[config.mk]
export PLATFORM = sky130hd
export DESIGN_NAME = rmc_round
export DESIGN_NICKNAME = d
export VERILOG_FILES = /design/src/rtl/core/rmc_pkg.sv /design/src/rtl/core/rmc_round.sv
export SDC_FILE = /design/constraint.sdc
export NUM_CORES = 1
export LEC_CHECK = 0
export BUFFER_PORTS_ARGS = -buffer_cell sky130_fd_sc_hd__buf_2
export CAP_MARGIN = 10
export CORE_AREA = 2 2 303 305
export DETAILED_ROUTE_END_ITERATION = 7
export DIE_AREA = 0 0 305 307
export HOLD_SLACK_MARGIN = 0.06
export SETUP_SLACK_MARGIN = 0.1
export SLEW_MARGIN = 20
export SYNTH_ARGS = -nofsm -noshare
export SYNTH_HDL_FRONTEND = slang
export SYNTH_SLANG_ARGS = --single-unit
[constraint.sdc]
create_clock -name clock -period 19.18 [get_ports clock]
set_input_delay 3.836 -clock clock [delete_from_list [all_inputs] [get_ports clock]]
set_output_delay 3.836 -clock clock [all_outputs]
set_load 0.005 [all_outputs]
[src/rtl/core/rmc_pkg.sv]
// ----------------------------------------------------------------------------
// rmc_pkg
// Types, MD5 constants and message helpers shared by the checksum pipeline.
// ----------------------------------------------------------------------------
package rmc_pkg;

   // one record as it arrives on the request channel
   typedef struct packed {
      logic [63:0] record_id;
      logic [7:0]  level;
      logic [31:0] experience;
      logic [63:0] coin_amount;
      logic [63:0] stored_coin_amount;
   } record_type;

   // working state carried from one round stage to the next
   typedef struct packed {
      logic [31:0] a;
      logic [31:0] b;
      logic [31:0] c;
      logic [31:0] d;
      logic [31:0] h0_mid;
      record_type  rec;
   } state_type;

   localparam int NUM_ROUNDS  = 64;
   localparam int NUM_STEPS   = 2 * NUM_ROUNDS;
   localparam int MSG_BYTES   = 58;
   localparam int RECORD_BITS = $bits(record_type);

   localparam logic [31:0] IV_A = 32'h67452301;
   localparam logic [31:0] IV_B = 32'hefcdab89;
   localparam logic [31:0] IV_C = 32'h98badcfe;
   localparam logic [31:0] IV_D = 32'h10325476;

   // message length in bits, the only nonzero word of the second block
   localparam logic [31:0] MSG_BITS   = 32'(MSG_BYTES * 8);
   localparam int          LEN_WORD   = 14;
   localparam logic [7:0]  PAD_BYTE   = 8'h80;

   localparam logic [31:0] MD_K [NUM_ROUNDS] = '{
      32'hd76aa478, 32'he8c7b756, 32'h242070db, 32'hc1bdceee,
      32'hf57c0faf, 32'h4787c62a, 32'ha8304613, 32'hfd469501,
      32'h698098d8, 32'h8b44f7af, 32'hffff5bb1, 32'h895cd7be,
      32'h6b901122, 32'hfd987193, 32'ha679438e, 32'h49b40821,
      32'hf61e2562, 32'hc040b340, 32'h265e5a51, 32'he9b6c7aa,
      32'hd62f105d, 32'h02441453, 32'hd8a1e681, 32'he7d3fbc8,
      32'h21e1cde6, 32'hc33707d6, 32'hf4d50d87, 32'h455a14ed,
      32'ha9e3e905, 32'hfcefa3f8, 32'h676f02d9, 32'h8d2a4c8a,
      32'hfffa3942, 32'h8771f681, 32'h6d9d6122, 32'hfde5380c,
      32'ha4beea44, 32'h4bdecfa9, 32'hf6bb4b60, 32'hbebfbc70,
      32'h289b7ec6, 32'heaa127fa, 32'hd4ef3085, 32'h04881d05,
      32'hd9d4d039, 32'he6db99e5, 32'h1fa27cf8, 32'hc4ac5665,
      32'hf4292244, 32'h432aff97, 32'hab9423a7, 32'hfc93a039,
      32'h655b59c3, 32'h8f0ccc92, 32'hffeff47d, 32'h85845dd1,
      32'h6fa87e4f, 32'hfe2ce6e0, 32'ha3014314, 32'h4e0811a1,
      32'hf7537e82, 32'hbd3af235, 32'h2ad7d2bb, 32'heb86d391
   };

   localparam int MD_S [16] = '{
      7, 12, 17, 22, 5, 9, 14, 20, 4, 11, 16, 23, 6, 10, 15, 21
   };

   // rotate amount of a round
   function automatic int shift_amt(input int r);
      return MD_S[((r / 16) * 4) + (r % 4)];
   endfunction

   // message word index of a round
   function automatic int msg_index(input int r);
      int grp;
      grp = r / 16;
      case (grp)
         0:       return r;
         1:       return (5 * r + 1) % 16;
         2:       return (3 * r + 5) % 16;
         default: return (7 * r) % 16;
      endcase
   endfunction

   // lower-case ASCII of one hex digit
   function automatic logic [7:0] hex_char(input logic [3:0] nib);
      if (nib < 4'd10) begin
         return 8'h30 + {4'h0, nib};
      end else begin
         return 8'h57 + {4'h0, nib};
      end
   endfunction

   // byte of the first block: hex text, then the pad marker, then zeros
   function automatic logic [7:0] block0_byte(input record_type rec, input int j);
      logic [RECORD_BITS-1:0] bits;
      bits = rec;
      if (j < MSG_BYTES) begin
         return hex_char(bits[RECORD_BITS-1-4*j -: 4]);
      end else if (j == MSG_BYTES) begin
         return PAD_BYTE;
      end else begin
         return 8'h00;
      end
   endfunction

   // little-endian message word of the first block
   function automatic logic [31:0] block0_word(input record_type rec, input int g);
      return {block0_byte(rec, 4*g+3), block0_byte(rec, 4*g+2),
              block0_byte(rec, 4*g+1), block0_byte(rec, 4*g)};
   endfunction

   // message word of the second block: zeros and the bit length
   function automatic logic [31:0] block1_word(input int g);
      return (g == LEN_WORD) ? MSG_BITS : 32'h0;
   endfunction

endpackage

[src/rtl/core/rmc_round.sv]
// ----------------------------------------------------------------------------
// rmc_round
// One MD5 step as a register stage; STEP below 64 works on the text block,
// from 64 on the constant length block.
// ----------------------------------------------------------------------------
module rmc_round import rmc_pkg::*; #(
   parameter int STEP = 0
) (
   input  logic      clock,
   input  logic      reset,
   input  logic      advance,
   input  logic      valid_i,
   input  state_type state_i,
   output logic      valid_o,
   output state_type state_o
);

   localparam int          R  = STEP % NUM_ROUNDS;
   localparam int          G  = msg_index(R);
   localparam int          SH = shift_amt(R);
   localparam logic [31:0] KV = MD_K[R];

   logic        valid_ff;
   state_type   state_ff;
   state_type   state_in;
   logic [31:0] m_word;
   logic [31:0] f_val;
   logic [31:0] sum;
   logic [31:0] rot;

   // pick the message word and the round function
   always_comb begin
      m_word = (STEP < NUM_ROUNDS) ? block0_word(state_i.rec, G) : block1_word(G);
      case (R / 16)
         0:       f_val = (state_i.b & state_i.c) | (~state_i.b & state_i.d);
         1:       f_val = (state_i.d & state_i.b) | (~state_i.d & state_i.c);
         2:       f_val = state_i.b ^ state_i.c ^ state_i.d;
         default: f_val = state_i.c ^ (state_i.b | ~state_i.d);
      endcase
      sum      = f_val + state_i.a + KV + m_word;
      rot      = (sum << SH) | (sum >> (32 - SH));
      state_in = state_i;
      state_in.a = state_i.d;
      state_in.d = state_i.c;
      state_in.c = state_i.b;
      state_in.b = state_i.b + rot;
   end

   // advance the stage when the pipe moves
   always_ff @(posedge clock) begin
      if (reset) begin
         valid_ff <= 1'b0;
      end else if (advance) begin
         valid_ff <= valid_i;
      end
   end

   always_ff @(posedge clock) begin
      if (advance) begin
         state_ff <= state_in;
      end
   end

   assign valid_o = valid_ff;
   assign state_o = state_ff;

endmodule

==> impl_metrics.env, run 1 <==
export IMPL_antenna_found_initial=86
export IMPL_row_count=111
export IMPL_cp_num_buf_inv=1
export IMPL_drc_errors=0
export IMPL_syn_to_final_growth_pct=43.2
export IMPL_synth_largest_area_cell="edfxtp_1"
export IMPL_grtUsageTotal=0.175
export IMPL_ir_drop_v=0.0000685
export IMPL_p_total_w=0.00315
export IMPL_gp_congestion=0.864
export IMPL_max_freq_mhz=98.5
export IMPL_drt_pass1_iterations=5
export IMPL_synth_area_leaders="edfxtp_1 70%, ha_1 7.3%, fa_1 3.5%, xnor2_1 2.4%, a21oi_1 2.0%"
export IMPL_cts_root_buf="clkbuf_16"
export IMPL_syn_area_sq_um=16700
export IMPL_critPathKind="input pin to flop"
export IMPL_worstSetupEndpointType="flop"
export IMPL_initialDrtViolationCount=881
export IMPL_maxCapViolations=0
export IMPL_worstPathMaxFanout=6
export IMPL_grt_max_degree=144
export IMPL_grt_first_pass_wirelength_um=109000
export IMPL_wl_per_cell_um=27.5
export IMPL_crit_path_start_kind="input pin"
export IMPL_min_period_ns=10.15
export IMPL_powerDensity_nw_per_um2=132
export IMPL_htreeDepth=2
export IMPL_hpwl_um=71800
export IMPL_syn_area_per_cell_sq_um=16.4
export IMPL_design_core_area_sq_um=90700
export IMPL_nets=2382
export IMPL_finalWirelength_um=85100
export IMPL_cts_hold_buffers_added=0
export IMPL_cp_top_family="compound AO/OA/AOI/OAI gates"
export IMPL_vias=12400
export IMPL_setup_violations=0
export IMPL_netlist_instances=1021
export IMPL_start_util=0.184
export IMPL_hp_class="flop to flop"
export IMPL_yosysSeqAreaShare=0.706
export IMPL_synthTopCellsByCount="392 x edfxtp_1, 98 x ha_1, 82 x inv_1, 66 x a21oi_1, 45 x xnor2_1"
export IMPL_ys_seq_elements=393
export IMPL_cpPeakStageDelay_ns=0.66
export IMPL_rr_worst_depth=2
export IMPL_synth_edf_count=392
export IMPL_clk_pin_slew_ns=0.06
export IMPL_slew_headroom=0.323
export IMPL_clk_latency_ns=0.62
export IMPL_die_area_sq_um=93600
export IMPL_critical_path_required_ns=19.55
export IMPL_r2r_end="valid_o"
export IMPL_cts_sinks=393
export IMPL_die_w_um=305
export IMPL_yosysMostFrequentCell="edfxtp_1"
export IMPL_setup_tns_ns=0
export IMPL_cts_buffers=49
export IMPL_ys_flop_type="edfxtp_1"
export IMPL_crit_slowest_cell="a211oi_1"
export IMPL_r2r_start="valid_o"
export IMPL_hold_viol_final=0
export IMPL_outcome="finished clean"
export IMPL_grt_pass1_vias=12200
export IMPL_crit_cells=25
export IMPL_die_h_um=307
export IMPL_synth_top_area_frac=0.704
export IMPL_rsz0062_at_grt="no"
export IMPL_p_leak_nw=10.3
export IMPL_holdWs_ns=0.494
export IMPL_fin_worst_skew_ns=0
export IMPL_cts_setup_buffers=0
export IMPL_tightest_slew_ns=1.02
export IMPL_finalCritPeriodShare=0.529
export IMPL_rrSetupSlack_ns=18.60
export IMPL_grt_overflow=0
export IMPL_critPathArrivalTime_ns=10.53
export IMPL_ioPinCount=789
export IMPL_cts_tree="built"
export IMPL_io_buffer_count=788
export IMPL_ys_warn_count=0
export IMPL_drive_gt1_frac=0.466
export IMPL_crit_path_start="state_i[230]"
export IMPL_async_reset_ff_frac=0
export IMPL_clockBufferDepth=3
export IMPL_viasPerCell=4.01
export IMPL_endpoint="state_o[357]"
export IMPL_cts_resized=0
export IMPL_ys_types=50
export IMPL_ant_nets=0
export IMPL_drv_slew=0
## through the flow
stage,std cells,setup WS [ns],util,cell area [sq um]
after floorplan,1024,9.52,-,16700
after global placement,2994,8.31,0.244,22200
after CTS,3082,8.91,0.263,23900
after global routing,3086,8.36,0.264,23900
final,3096,9.03,0.264,23900
after detailed placement,2994,8.26,0.244,22200
## layer usage
metal,routed length (um),GRT usage
met5,342,0
met4,2330,0.0457
met3,10600,0.0938
met2,42200,0.306
met1,29700,0.183
## worst register-to-register path: stages, from the launching register on
cell	delay (ns)
dfxtp_1	0.30
mux2i_1	0.12
nor2_1	0.05
## worst min-delay path by stage
stage / endpoint / startpoint / slack [ns] / cells after the start
6_report: valid_o / valid_o / 0.49 / 2
5_1_grt: valid_o / valid_o / 0.55 / 2
4_1_cts: valid_o / valid_o / 0.50 / 2
3_5_place_dp: valid_o / valid_o / 0.48 / 2
3_3_place_gp: valid_o / valid_o / 0.48 / 2
2_1_floorplan: valid_o / valid_o / 0.48 / 2
## power by group
part / leakage [nW] / switching, W / internal [W]
clock: 0.827 / 0.000395 / 0.000615
sequential: 3.84 / 0.0000268 / 0.00109
combinational: 5.64 / 0.000608 / 0.000414
## state kept, by name, summed over array words and instances (netlist names)
| signal | flops |
|---|---|
| valid_o | 1 |
| state_o | 392 |
## cell usage in the layout, fill, tap and decap left out, types with 5 or more instances in the layout
cell type,Yosys,final
o21a_1,7,7
mux2_2,18,18
xor2_1,22,22
clkbuf_1,7,8
fa_1,29,29
o21ai_1,9,9
o211ai_1,7,7
nand4_1,9,9
and3_1,9,9
clkbuf_16,0,49
buf_2,0,787
xnor2_1,45,45
mux2i_1,16,16
nand2b_1,7,7
o21bai_1,5,5
clkinv_1,0,10
nand3_1,10,10
ha_1,98,98
inv_1,82,82
a211oi_1,9,9
nor2_1,38,38
a21o_1,31,31
edfxtp_1,392,392
o21ai_0,22,22
nor2b_1,7,7
nor3_1,7,7
a21oi_1,66,66
bufinv_16,0,10
and4_1,5,5
nand2_1,25,25
a31oi_1,9,9
diode_2,0,14
## cell families (layout without fill, tap and decap cells)
| family | Yosys count | after routing | synth area share |
|---|---|---|---|
| buf+inv | 89 | 961 | 0.0200 |
| other cells | 1 | 18 | 0.000224 |
| flops | 393 | 393 | 0.706 |
| compound gates | 178 | 178 | 0.0685 |
| mux | 34 | 34 | 0.0217 |
| xor+xnor | 67 | 67 | 0.0351 |
| simple gates | 132 | 132 | 0.0407 |
| fa+ha+maj | 127 | 127 | 0.108 |
## final cells by class
class	instances	area (sq um)
diodes	14	35.0
clock buffers	60	1300
clock inverters	28	427
fillers	9504	66800
inverters	82	308
multi-input cells	542	4600
flip-flops and latches	393	11800
well taps	1186	1480
repair buffers	791	3990
No activity file was read; power rests on OpenSTA's default activity.
==> run 2, diff against run 1 <==
--- a/config.mk
+++ b/config.mk
@@ -7,9 +7,9 @@
 export LEC_CHECK = 0
 export BUFFER_PORTS_ARGS = -buffer_cell sky130_fd_sc_hd__buf_2
 export CAP_MARGIN = 10
-export CORE_AREA = 2 2 303 305
+export CORE_AREA = 2 2 306 308
 export DETAILED_ROUTE_END_ITERATION = 7
-export DIE_AREA = 0 0 305 307
+export DIE_AREA = 0 0 308 310
 export HOLD_SLACK_MARGIN = 0.06
 export SETUP_SLACK_MARGIN = 0.1
 export SLEW_MARGIN = 20
==> constraint.sdc (replaced) <==
create_clock -name clock -period 9.9 [get_ports clock]
set_input_delay 1.98 -clock clock [delete_from_list [all_inputs] [get_ports clock]]
set_output_delay 1.98 -clock clock [all_outputs]
set_load 0.005 [all_outputs]
==> run 2 against run 1 <==
Clock-buffer cell count down 5. Clock skew is the same. Critical path type unchanged. Critical path depth unchanged. Utilization down 0.56 points. Routed wire length grew 2.6%. Global-route usage hardly changed. First-iteration DRC count shrank 8.7%. Via count is 0.40% higher.
==> impl_metrics.env, run 2 (synthesized netlist as in run 1, its figures left out) <==
export IMPL_clk_latency_ns=0.62
export IMPL_cts_sinks=393
export IMPL_grt_overflow=0
export IMPL_finalWirelength_um=87300
export IMPL_drv_slew=0
export IMPL_clock_power_share=0.310
export IMPL_ioPinCount=789
export IMPL_cts_setup_buffers=0
export IMPL_initialDrtViolationCount=804
export IMPL_r2r_start="valid_o"
export IMPL_hp_class="flop to flop"
export IMPL_tightest_slew_ns=0.935
export IMPL_critical_path_required_ns=10.27
export IMPL_ant_nets=0
export IMPL_worstPathMaxFanout=6
export IMPL_hpwl_um=73200
export IMPL_final_area_sq_um=23900
export IMPL_setup_tns_ns=0
export IMPL_fin_ws_ns=1.39
export IMPL_min_period_ns=8.51
export IMPL_holdCritStartpoint="valid_o"
export IMPL_finalCritPeriodShare=0.860
export IMPL_cts_resized=0
export IMPL_cts_buffers=51
export IMPL_r2r_end="valid_o"
export IMPL_design_core_area_sq_um=92500
export IMPL_viasPerCell=4.00
export IMPL_hold_viol_final=0
export IMPL_max_freq_mhz=117
export IMPL_clk_pin_slew_ns=0.06
export IMPL_gp_congestion=0.849
export IMPL_power_switching_share=0.338
export IMPL_final_common_cell="buf_2"
export IMPL_drt_pass1_iterations=5
export IMPL_ir_drop_v=0.000121
export IMPL_grt_first_pass_wirelength_um=110000
export IMPL_dp_cells=3004
export IMPL_place_area_sq_um=22200
export IMPL_slew_headroom=0.377
export IMPL_crit_path_start="state_i[229]"
export IMPL_maxCapViolations=0
export IMPL_rr_worst_depth=2
export IMPL_critPathKind="input pin to flop"
export IMPL_layout_common_cells="787 x buf_2, 392 x edfxtp_1, 98 x ha_1"
export IMPL_largest_register_ffs=392
export IMPL_cts_hold_buffers_added=0
export IMPL_fin_cells=3119
export IMPL_crit_path_start_kind="input pin"
export IMPL_antenna_found_initial=90
export IMPL_drc_errors=0
export IMPL_htreeDepth=2
export IMPL_die_area_sq_um=95500
export IMPL_critPathArrivalTime_ns=8.89
export IMPL_powerDensity_nw_per_um2=252
export IMPL_drive_gt1_frac=0.469
export IMPL_die_w_um=308
export IMPL_row_count=112
export IMPL_io_buffer_count=788
export IMPL_p_leak_nw=10.3
export IMPL_cts_tree="built"
export IMPL_die_h_um=310
export IMPL_rrSetupSlack_ns=9.31
export IMPL_outcome="finished clean"
export IMPL_grt_max_degree=158
export IMPL_combPwrFrac=0.332
export IMPL_grt_pass1_vias=12300
export IMPL_wl_per_cell_um=28.0
export IMPL_p_int_w=0.00399
export IMPL_crit_slowest_cell="o41ai_1"
export IMPL_rsz0062_at_grt="no"
export IMPL_setup_violations=0
export IMPL_nets=2383
export IMPL_min_to="valid_o"
export IMPL_syn_to_final_growth_pct=42.9
export IMPL_cpPeakStageDelay_ns=0.69
export IMPL_vias=12500
export IMPL_worstSetupEndpointType="flop"
export IMPL_seqPwrFrac=0.359
export IMPL_start_util=0.181
export IMPL_post_place_ws_ns=0.862
export IMPL_fin_worst_skew_ns=0
export IMPL_switchingPower_w=0.00204
export IMPL_clockBufferDepth=3
export IMPL_grtUsageTotal=0.175
export IMPL_nFillCells=9759
export IMPL_min_path_cells=2
export IMPL_cts_root_buf="clkbuf_16"
-- run 2: cell count changes in the layout (fill, tap and decap cells not counted), moves of 2 or more --
cell and delta:
clkinv_2 +12, clkinv_4 +2, buf_4 -2, clkbuf_8 -3, clkbuf_16 +2, clkbuf_1 -4, bufinv_16 -5, diode_2 +8
-- run 2: worst max path at each step --
stage	endpoint	slack [ns]	cells after the start
floorplan	state_o[356]	2.10	23
global placement	state_o[357]	1.01	25
detailed placement	state_o[357]	0.86	25
CTS	state_o[357]	1.51	25
global route	state_o[357]	0.98	25
finish	state_o[357]	1.39	25
-- run 2: routing by layer --
metal | vias up | part of all wire | track usage
li1 | 5595 | - | -
met1 | 6035 | 0.35 | 0.185
met2 | 626 | 0.49 | 0.302
met3 | 174 | 0.13 | 0.0905
met4 | 44 | 0.033 | 0.0541
met5 | - | 0.0034 | 0
-- run 2: final cells by class --
cell class	instances	area, sq um	share of cell area
diodes	22	55.1	0.00231
clock buffers	55	1290	0.0541
clock inverters	38	348	0.0146
inverters	82	308	0.0129
multi-input cells	542	4600	0.192
flip-flops and latches	393	11800	0.494
well taps	1197	1500	0.0627
repair buffers	790	3990	0.167
-- run 2: worst max-delay path, delay by kind of cell --
family,cells,cell delay [ns]
XOR/XNOR,3,0.53
buffers and inverters,1,0.12
AO/OA/AOI/OAI,13,3.78
adder cells (fa/ha/maj),5,1.78
AND/OR/NAND/NOR,3,0.68
-- run 2: stage by stage --
| step | hold WS [ns] | total power, W | util |
|---|---|---|---|
| after floorplan | 0.485 | 0.00336 | - |
| after global placement | 0.479 | 0.00418 | 0.240 |
| after detailed placement | 0.479 | 0.00419 | 0.240 |
| after CTS | 0.502 | 0.00612 | 0.258 |
| after global routing | 0.529 | 0.00638 | 0.258 |
| final | 0.500 | 0.00603 | 0.258 |
-- run 2: power groups by stage --
stage | Sequential (W) | Combinational (W) | Clock, W
CTS | 0.00217 | 0.00201 | 0.00194
global placement | 0.00220 | 0.00198 | 0
detailed placement | 0.00220 | 0.00200 | 0
global route | 0.00218 | 0.00221 | 0.00199
floorplan | 0.00222 | 0.00114 | 0
finish | 0.00216 | 0.00200 | 0.00187
